File: config.mk
export PLATFORM = sky130hd
export DESIGN_NAME = pulse_distance_ir_frame_decoder_core
export DESIGN_NICKNAME = d
export VERILOG_FILES = /design/src/hw/rtl/pdird_pkg.sv /design/src/hw/rtl/pdird_classify.sv /design/src/hw/rtl/pulse_distance_ir_frame_decoder_core.sv
export SDC_FILE = /design/constraint.sdc
export NUM_CORES = 1
export LEC_CHECK = 0
export ABC_AREA = 1
export BUFFER_PORTS_ARGS = -buffer_cell sky130_fd_sc_hd__buf_2
export CORE_MARGIN = 4
export CORE_UTILIZATION = 40
export CTS_BUF_LIST = sky130_fd_sc_hd__clkbuf_16
export CTS_CLUSTER_DIAMETER = 30
export CTS_CLUSTER_SIZE = 8
export DETAILED_ROUTE_END_ITERATION = 10
export PLACE_DENSITY = 0.63
export SLEW_MARGIN = 40
export SYNTH_ARGS = -nofsm -noshare
export SYNTH_HDL_FRONTEND = slang
export SYNTH_SLANG_ARGS = --single-unit
File: constraint.sdc
create_clock -name clk -period 3.8 [get_ports clk]
set_clock_uncertainty 0.2 [all_clocks]
set_input_delay 0.76 -clock clk [delete_from_list [all_inputs] [get_ports clk]]
set_output_delay 0.76 -clock clk [all_outputs]
set_load 0.1 [all_outputs]
File: src/hw/rtl/pdird_pkg.sv
// Package for the pulse-distance IR frame decoder.
// Holds the event class codes and fixed field widths; no dependencies.
`default_nettype none

package pdird_pkg;

  localparam int unsigned TICKS_W = 16;
  localparam int unsigned ADDR_W  = 16;
  localparam int unsigned CMD_W   = 8;
  localparam int unsigned CNT_W   = 6;
  // wide enough for 97 units at the largest unit length
  localparam int unsigned CMP_W   = 24;

  localparam logic [CNT_W-1:0] ADDR_LATCH_COUNT = CNT_W'(16);
  localparam logic [CNT_W-1:0] FRAME_COUNT      = CNT_W'(32);
  localparam logic [CMD_W:0]   CMD_CHECK_SUM    = (CMD_W+1)'(8'hff);

  typedef enum logic [2:0] {
    CLS_ZERO_BIT = 3'd0,
    CLS_ONE_BIT  = 3'd1,
    CLS_ABORT    = 3'd2,
    CLS_IGNORE   = 3'd3,
    CLS_OVERFLOW = 3'd4
  } evt_class_t;

endpackage

`default_nettype wire

File: src/hw/rtl/pdird_classify.sv
// Interval classifier for the IR frame decoder.
// Maps one event to a bit, abort, ignore or overflow class; uses pdird_pkg.
`default_nettype none

module pdird_classify
  import pdird_pkg::*;
#(
  parameter int unsigned UNIT_TICKS = 375
) (
  input  wire logic               mode,
  input  wire logic [TICKS_W-1:0] interval_ticks,
  output evt_class_t              evt_class
);

  // unit boundaries: units == n  <=>  n*U <= ticks < (n+1)*U
  localparam logic [CMP_W-1:0] T_1  = CMP_W'(UNIT_TICKS);
  localparam logic [CMP_W-1:0] T_2  = CMP_W'(2 * UNIT_TICKS);
  localparam logic [CMP_W-1:0] T_3  = CMP_W'(3 * UNIT_TICKS);
  localparam logic [CMP_W-1:0] T_9  = CMP_W'(9 * UNIT_TICKS);
  localparam logic [CMP_W-1:0] T_13 = CMP_W'(13 * UNIT_TICKS);
  localparam logic [CMP_W-1:0] T_14 = CMP_W'(14 * UNIT_TICKS);
  localparam logic [CMP_W-1:0] T_97 = CMP_W'(97 * UNIT_TICKS);

  logic [CMP_W-1:0] ticks_ext;

  assign ticks_ext = CMP_W'(interval_ticks);

  always_comb begin
    if (mode) begin
      evt_class = CLS_OVERFLOW;
    end else if (ticks_ext < T_1) begin
      evt_class = CLS_ABORT;
    end else if (ticks_ext < T_2) begin
      evt_class = CLS_ZERO_BIT;
    end else if (ticks_ext < T_3) begin
      evt_class = CLS_ONE_BIT;
    end else if (ticks_ext < T_9) begin
      evt_class = CLS_ABORT;
    end else if (ticks_ext < T_13) begin
      evt_class = CLS_IGNORE;
    end else if (ticks_ext < T_14) begin
      evt_class = CLS_ABORT;
    end else if (ticks_ext < T_97) begin
      evt_class = CLS_IGNORE;
    end else begin
      evt_class = CLS_ABORT;
    end
  end

endmodule

`default_nettype wire

File: src/hw/rtl/pulse_distance_ir_frame_decoder_core.sv
// Pulse-distance (NEC-style) IR frame decoder, top level.
// Uses pdird_pkg and pdird_classify.
//
// Input stream: one transfer per receiver event. in_tuser is the mode
// (0 = edge interval, 1 = capture timer overflow), in_tdata the interval in
// timer ticks. Every input transfer yields exactly one output transfer.
// Output stream: out_tuser carries the frame flags, out_tdata the command,
// the latched address and the bit count after the event.
// cfg_data writes the expected address (reset 0xFF00); cfg_ready is always
// high. Write it only while no event is in flight.
// The interval class is registered first, then the shift/count step writes
// the output register.
// Throughput: one event per cycle while the receiver keeps out_tready high.
// Reset clears the pipeline, the bit count, shift word and address word.
// When the receiver stalls, the output register holds and the input stage
// fills; in_tready drops only while both stages are full and stalled.
`default_nettype none

module pulse_distance_ir_frame_decoder_core
  import pdird_pkg::*;
#(
  parameter int unsigned UNIT_TICKS = 375
) (
  input  wire logic        clk,
  input  wire logic        rst_n,
  // configuration
  input  wire logic        cfg_valid,
  output logic             cfg_ready,
  input  wire logic [15:0] cfg_data,     // [15:0] expected_address
  // input stream
  input  wire logic        in_tvalid,
  output logic             in_tready,
  input  wire logic [15:0] in_tdata,     // [15:0] interval_ticks
  input  wire logic        in_tuser,     // [0] mode
  // result stream
  output logic             out_tvalid,
  input  wire logic        out_tready,
  output logic [31:0]      out_tdata,    // [7:0] command, [23:8] address,
                                         // [29:24] bits_received, [31:30] zero
  output logic [2:0]       out_tuser     // [0] frame_valid, [1] frame_error,
                                         // [2] address_mismatch
);

  evt_class_t         cls_in;
  evt_class_t         cls_r;
  logic               s1_valid_r;
  logic               out_valid_r;
  logic               advance;
  logic               step;

  logic [ADDR_W-1:0]  exp_addr_r;
  logic [ADDR_W-1:0]  shift_r, shift_nxt;
  logic [CNT_W-1:0]   count_r, count_nxt;
  logic [ADDR_W-1:0]  addr_r, addr_nxt;
  logic [CNT_W-1:0]   count_step;

  logic               flag_valid_nxt, flag_error_nxt, flag_mism_nxt;
  logic [CMD_W-1:0]   cmd_nxt;
  logic [CMD_W:0]     cmd_sum;

  logic [2:0]         flags_r;
  logic [CMD_W-1:0]   cmd_r;
  logic [ADDR_W-1:0]  out_addr_r;
  logic [CNT_W-1:0]   out_count_r;

  pdird_classify #(
    .UNIT_TICKS(UNIT_TICKS)
  ) u_classify (
    .mode          (in_tuser),
    .interval_ticks(in_tdata),
    .evt_class     (cls_in)
  );

  assign cfg_ready = 1'b1;
  assign advance   = !out_valid_r || out_tready;
  assign in_tready = !s1_valid_r || advance;
  assign step      = s1_valid_r && advance;

  // shift/count step on the registered class
  always_comb begin
    shift_nxt      = shift_r;
    count_step     = count_r;
    addr_nxt       = addr_r;
    flag_valid_nxt = 1'b0;
    flag_error_nxt = 1'b0;
    flag_mism_nxt  = 1'b0;
    cmd_nxt        = '0;
    cmd_sum        = '0;

    case (cls_r)
      CLS_ZERO_BIT: begin
        shift_nxt  = {1'b0, shift_r[ADDR_W-1:1]};
        count_step = count_r + CNT_W'(1);
      end
      CLS_ONE_BIT: begin
        shift_nxt  = {1'b1, shift_r[ADDR_W-1:1]};
        count_step = count_r + CNT_W'(1);
      end
      CLS_ABORT, CLS_OVERFLOW: begin
        count_step = '0;
      end
      default: begin
      end
    endcase

    if (cls_r != CLS_OVERFLOW && count_step == ADDR_LATCH_COUNT) begin
      addr_nxt = shift_nxt;
    end

    count_nxt = count_step;
    if (count_step == FRAME_COUNT) begin
      cmd_nxt = shift_nxt[CMD_W-1:0];
      cmd_sum = {1'b0, shift_nxt[CMD_W-1:0]} + {1'b0, shift_nxt[2*CMD_W-1:CMD_W]};
      if (cmd_sum != CMD_CHECK_SUM) begin
        flag_error_nxt = 1'b1;
      end else if (addr_nxt == exp_addr_r) begin
        flag_valid_nxt = 1'b1;
      end else begin
        flag_mism_nxt = 1'b1;
      end
      count_nxt = '0;
    end
  end

  always_ff @(posedge clk) begin
    if (!rst_n) begin
      s1_valid_r  <= 1'b0;
      out_valid_r <= 1'b0;
      exp_addr_r  <= 16'hff00;
      shift_r     <= '0;
      count_r     <= '0;
      addr_r      <= '0;
    end else begin
      if (cfg_valid && cfg_ready) begin
        exp_addr_r <= cfg_data;
      end
      if (in_tready) begin
        s1_valid_r <= in_tvalid;
      end
      if (advance) begin
        out_valid_r <= s1_valid_r;
      end
      if (step) begin
        shift_r <= shift_nxt;
        count_r <= count_nxt;
        addr_r  <= addr_nxt;
      end
    end
  end

  // payload registers
  always_ff @(posedge clk) begin
    if (in_tready && in_tvalid) begin
      cls_r <= cls_in;
    end
    if (step) begin
      flags_r     <= {flag_mism_nxt, flag_error_nxt, flag_valid_nxt};
      cmd_r       <= cmd_nxt;
      out_addr_r  <= addr_nxt;
      out_count_r <= count_step;
    end
  end

  assign out_tvalid = out_valid_r;
  assign out_tuser  = flags_r;
  assign out_tdata  = {2'b00, out_count_r, out_addr_r, cmd_r};

endmodule

`default_nettype wire

# --- After elaboration in Yosys (flattened, before gate mapping) ---
# Cells that the tools add are included.
totals:
  reg_bits: 92
  latchBits: 0
  ram_bits: 0
  rom_bits: 0
  in_bits: 38
  out_inout_bits: 38
  n_memories: 0
classes:
  add_sub_neg: 2
  multipliers: 0
  div_mod_pow: 0
  magnitude_cmp: 7
  n_eq_ne: 8
  n_shift: 0
  mux: 14
  bitwise: 1
  reduce_logical: 12
op_table:
  columns: ["cell", "count"]
  rows:
  - ["16-bit by 13-bit < comparator with 1-bit output (second input constant)", 2]
  - ["16-bit one-hot mux with 2 select lines", 1]
  - ["3-bit two-way mux", 6]
  - ["16-bit equality test", 1]
  - ["16-bit by 10-bit < comparator with 1-bit output (second input constant)", 1]
  - ["16-bit by 11-bit < comparator with 1-bit output (second input constant)", 1]
  - ["16-bit by 12-bit < comparator with 1-bit output (second input constant)", 1]
  - ["16-bit < comparator (second input constant)", 1]
  - ["16-bit by 9-bit < comparator with 1-bit output (second input constant)", 1]
  - ["16-bit two-way mux", 1]
  - ["6-bit one-hot mux with 2 select lines", 1]
  - ["8-bit by 8-bit adder with 9-bit output", 1]
  - ["9-bit by 8-bit != test with 1-bit output (second input constant)", 1]
  - ["6-bit by 1-bit adder with 6-bit output (second input constant)", 1]
  - ["6-bit by 5-bit equality test with 1-bit output (second input constant)", 1]
  - ["6-bit equality test (second input constant)", 1]
  - ["6-bit two-way mux", 1]
  - ["2-bit OR reduction", 3]
  - ["1-bit two-way mux", 4]
  - ["3-bit by 1-bit equality test with 1-bit output (second input constant)", 1]
  - ["3-bit by 2-bit equality test with 1-bit output (second input constant)", 1]
  - ["3-bit equality test (second input constant)", 1]
  - ["1-bit logical AND", 3]
  - ["3-bit logical NOT", 1]
  - ["other kinds (5)", 7]

# --- Logic depth before layout (Yosys ltp) ---
logic_depth:
  depth_word: 8
  ltp_mapped: 20
  mapped_depth_nobuf: 18

# --- By module ---
# Synthesis repeated with hierarchy kept, for this count alone.
unflattened:
  hier_cells: 704
  area_unflattened_um2: 5188.7
modules_own_cells:
  columns: ["module", "instances", "cells_each", "area_per_inst_um2"]
  rows:
  - ["pulse_distance_ir_frame_decoder_core", 1, 618, 4775.8]
  - ["pdird_classify", 1, 86, 412.9]

# --- Worst setup path before layout ---
# Ideal clock, no wire load.
synth_path:
  path_type: "reg2out"
  from: "reg out_valid_r, in the netlist out_tvalid"
  to: "out in_tready"
  arrival_time_ns: 1.990
  path_slack_ns: 0.850
  path_stages_with_launch: 2
  path_buffers: 0
  cell_sequence: "dfxtp_1 nand3_1"
synth_via:
  elab_chain_len: 3
synth_rtl:
  columns: ["item", "line", "source"]
  rows:
  - ["from (decl)", "pulse_distance_ir_frame_decoder_core.sv:47", "logic out_valid_r;"]
  - ["from (signal assigned)", "pulse_distance_ir_frame_decoder_core.sv:141", "out_valid_r <= s1_valid_r;"]
  - ["1-bit logical NOT", "pulse_distance_ir_frame_decoder_core.sv:75", "assign advance = !out_valid_r || out_tready;"]
  - ["1-bit logical OR", "pulse_distance_ir_frame_decoder_core.sv:75", null]
  - ["1-bit logical OR", "pulse_distance_ir_frame_decoder_core.sv:76", "assign in_tready = !s1_valid_r || advance;"]
  - ["to (decl)", "pulse_distance_ir_frame_decoder_core.sv:32", "output logic in_tready,"]
# Every way passes these cells.

# --- Final worst setup path ---
layout_path:
  from: "reg cls_r[1]"
  to: "reg flags_r[2], in the netlist out_tuser[2], data pin"
layout_via:
  word_cells_on_any_way: 19
layout_lines:
  columns: ["item", "line", "source"]
  rows:
  - ["from (decl)", "pulse_distance_ir_frame_decoder_core.sv:45", "evt_class_t cls_r;"]
  - ["from (signal assigned)", "pulse_distance_ir_frame_decoder_core.sv:154", "cls_r <= cls_in;"]
  - ["3-bit by 1-bit equality test with 1-bit output / 3-bit logical NOT (equally long branches)", "pulse_distance_ir_frame_decoder_core.sv:90", "case (cls_r)"]
  - ["16-bit one-hot mux with 2 select lines *", "pulse_distance_ir_frame_decoder_core.sv:90", null]
  - ["net shift_nxt[0]", "pulse_distance_ir_frame_decoder_core.sv:52", "logic [ADDR_W-1:0] shift_r, shift_nxt;"]
  - ["8-bit by 8-bit adder with 9-bit output / 16-bit two-way mux (equally long branches)", "pulse_distance_ir_frame_decoder_core.sv:113, pulse_distance_ir_frame_decoder_core.sv:106", null]
  - ["9-bit by 8-bit != test with 1-bit output / 16-bit equality test (equally long branches)", "pulse_distance_ir_frame_decoder_core.sv:114, pulse_distance_ir_frame_decoder_core.sv:116", null]
  - ["2-bit OR reduction (no line) / 1-bit two-way mux (equally long branches)", null, null]
  - ["to (signal assigned)", "pulse_distance_ir_frame_decoder_core.sv:157", "flags_r <= {flag_mism_nxt, flag_error_nxt, flag_valid_nxt};"]
  - ["to (decl)", "pulse_distance_ir_frame_decoder_core.sv:61", "logic [2:0] flags_r;"]
# Mark *: on every way through the listed nets, which the timed path passes. The rest lies on a longest branch.
# A chain may end at the register's enable or synchronous reset.

==> metrics.cfg <==
[outcome]
status = completed

[timing]
fmax_mhz = 294
min_period_over_period_pct = 89.5
max_slew_margin_pct = 49.0
finalSetupTns_ns = 0
hold_viol_final = 0
setup_viol = 0
rsz0062_at_grt = no
worst_slew_pin_slew_ns = 0.757
fin_crit_ns = 3.40
slew_violations = 0

[clocking]
htreeDepth = 3
cts-resized-gates = 0
clkTransAtPathRegs_ns = 0.06
clkLatencyLatePin_ns = 0.34
cts_setup_buffers = 0
cts_root_buf = clkbuf_16
tritoncts = yes
cts.sinks = 92
numCtsBuffers = 9
cts-hold-fix-buffers = 0
cts_buffer_depth = 2

[die]
coreArea_sq_mm = 0.0122
dieArea_sq_mm = 0.0145
die_width_um = 120
initial_core_util_pct = 41.4
std_cell_rows = 40
ios = 76
die_y_um = 120

[power_and_ir_drop]
p_sw_mw = 0.802
p_int_mw = 1.73
p_seq_share_pct = 44.6
p_sw_share_pct = 31.7
power_density_mw_per_mm2 = 437
clockPowerShare_pct = 33.5
p_leak_nw = 2.79
irDropWorstVdd_v = 0.000228
pwr-share-comb_pct = 21.9
power_mw = 2.53

[min_path]
hp-class = flip-flop to flip-flop
min_path_cells = 2

[worst_setup_path]
arrival_ns = 3.41
cp_max_fo = 29
rr_worst_depth = 12
slowest_stage = fa_1
worst_setup_path_start_kind = flip-flop
crit_required_ns = 3.80
end_kind = flip-flop
path_class = flip-flop to flip-flop
path_cells = inv_2 -> nand2_2 -> or2_2 -> o21ai_0 -> inv_1 -> ha_1 -> fa_1 -> nand2_1 -> nor4_1 -> o2111a_1 -> nand4_1 -> nor2_1
slowest_delay_ns = 0.48

[grt]
grt_pass1_vias = 4270
grt_max_degree = 42
antenna_found_initial = 0
overflow = 0
grt_pass1_wl_mm = 20.5
track_usage_pct = 17.6

[synth]
ys_ff_latch = 92
ys_warn_count = 0
yosys_most_used_dff = dfxtp_1
ys_types = 42
synth_async_sr_flop_share_pct = 0
synthCells = 673
synth_area_per_cell_sq_um = 7.49
yosys-top-cells-area = dfxtp_1, edfxtp_1, nand2_1
syn_area_sq_mm = 0.00504
synth_edf_count = 36
yosys.area.top_type = dfxtp_1
ys_seq_area_share_pct = 43.7
yosysTopAreaCellShare_pct = 22.2

[drt]
viasPerCell = 4.97
drtIter0Drc = 333
wl_per_cell_um = 13.5
vias = 4522
drt_first_pass_iters = 5
wl_met3_um = 608
ant_nets = 0
totalWireLength_mm = 12.3
drc_errors = 0
dr_wl_met2_mm = 5.92
met1Wirelength_mm = 5.61
top_layer_used = met4

[place]
io_buffer_count = 72
placed_area_sq_mm = 0.00552
dpl.hpwl_mm = 8.91
gp_congestion = 0.892

[finish]
fill_cells = 1189
final_nets = 784
drive_above_1_share_pct = 17.4
fin_area_sq_mm = 0.00580
n_antenna_cell = 0
area_growth_pct = 15.1

[run]
cap_viol_max_count = 0

-- stage by stage --
step           worst slack [ns]  instances  utilization, %  hold WS, ns
2_1_floorplan             0.850        674               -        0.243
3_3_place_gp              0.578        893            45.4        0.269
3_5_place_dp              0.430        893            45.4        0.275
4_1_cts                   0.423        909            47.7        0.285
5_1_grt                   0.198        909            47.7        0.307
6_report                  0.397        909            47.7        0.284
-- worst paths after layout --
| path | startpoint | endpoint | slack [ns] |
|---|---|---|---|
| worst min-delay path | shift_r[8] | shift_r[8] | 0.28 |
| worst max register to register | cls_r[1] | out_tuser[2] | 0.40 |
| worst max-delay path | cls_r[1] | out_tuser[2] | 0.40 |
| worst min register to register | shift_r[8] | shift_r[8] | 0.28 |
-- per-layer routing --
layer | up-vias | GRT usage (%)
met5 | - | 0
met4 | 0 | 5.10
met3 | 12 | 4.16
met2 | 102 | 29.7
met1 | 2079 | 22.4
li1 | 2329 | -
-- layout make-up --
type                            instances  area (sq um)  area share (%)
Sequential cell                        92          2200            37.9
Clock buffer                            9           225            3.88
Timing Repair Buffer                   79           425            7.33
Multi-Input combinational cell        452          2300            39.7
Tap cell                              168           210            3.62
Clock inverter                          7          52.6           0.906
Inverter                              102           384            6.62
-- kinds of logic (layout without fill, tap and decap cells) --
group,count (synthesis),after routing,synth area share (%)
flip-flops,92,92,43.7
AND/OR/NAND/NOR,296,296,27.6
other,2,3,0.149
XOR/XNOR,3,3,0.521
buffers and inverters,130,197,10.7
adder cells (fa/ha/maj),10,10,2.63
AO/OA/AOI/OAI,140,140,14.7
-- cell usage after synthesis (all sizes together) (2+ instances only) --
library cell and number:
nand2 143, inv 101, o21ai 75, nand3 70
nor2 61, dfxtp 56, a21oi 52, edfxtp 36
clkbuf 16, buf 12, ha 9, or2 7
nand4 6, nor4 5, a211oi 3, nor3 3
conb 2, o211ai 2, xnor2 2
-- state kept, by name, summed over array words and instances (netlist names) --
name / flops
addr_r: 16
cls_r: 3
cmd_r: 8
count_r: 6
exp_addr_r: 16
out_addr_r: 16
out_count_r: 6
out_tuser: 3
out_tvalid: 1
s1_valid_r: 1
shift_r: 16
-- worst max-delay path, delay by kind of cell (launching register included) --
kind,cells,cell delay (ns)
adder cells (fa/ha/maj),2,0.72
AO/OA/AOI/OAI,2,0.41
buffers and inverters,2,0.21
AND/OR/NAND/NOR,6,1.29
flip-flops,1,0.43
-- power groups by stage --
stage / combinational [mW] / sequential [mW] / clock [mW]
finish: 0.554 / 1.13 / 0.849
CTS: 0.555 / 1.13 / 0.872
detailed placement: 0.553 / 1.15 / 0
floorplan: 0.301 / 1.28 / 0
global route: 0.613 / 1.14 / 0.914
global placement: 0.542 / 1.15 / 0
-- cells in the final DEF, fill, tap and decap left out, types with 3 or more instances in the layout --
master	instances
a211oi_1	3
a21oi_1	51
buf_2	72
buf_4	6
clkbuf_16	9
conb_1	3
dfxtp_1	56
edfxtp_1	36
ha_1	9
inv_1	100
inv_2	5
nand2_1	128
nand2_2	6
nand2_4	9
nand3_1	62
nand3_2	8
nand4_1	6
nor2_1	58
nor3_1	3
nor4_1	5
o21ai_0	71
o21ai_1	4
or2_2	7
Note: power is estimated with default switching activity, not from simulation.
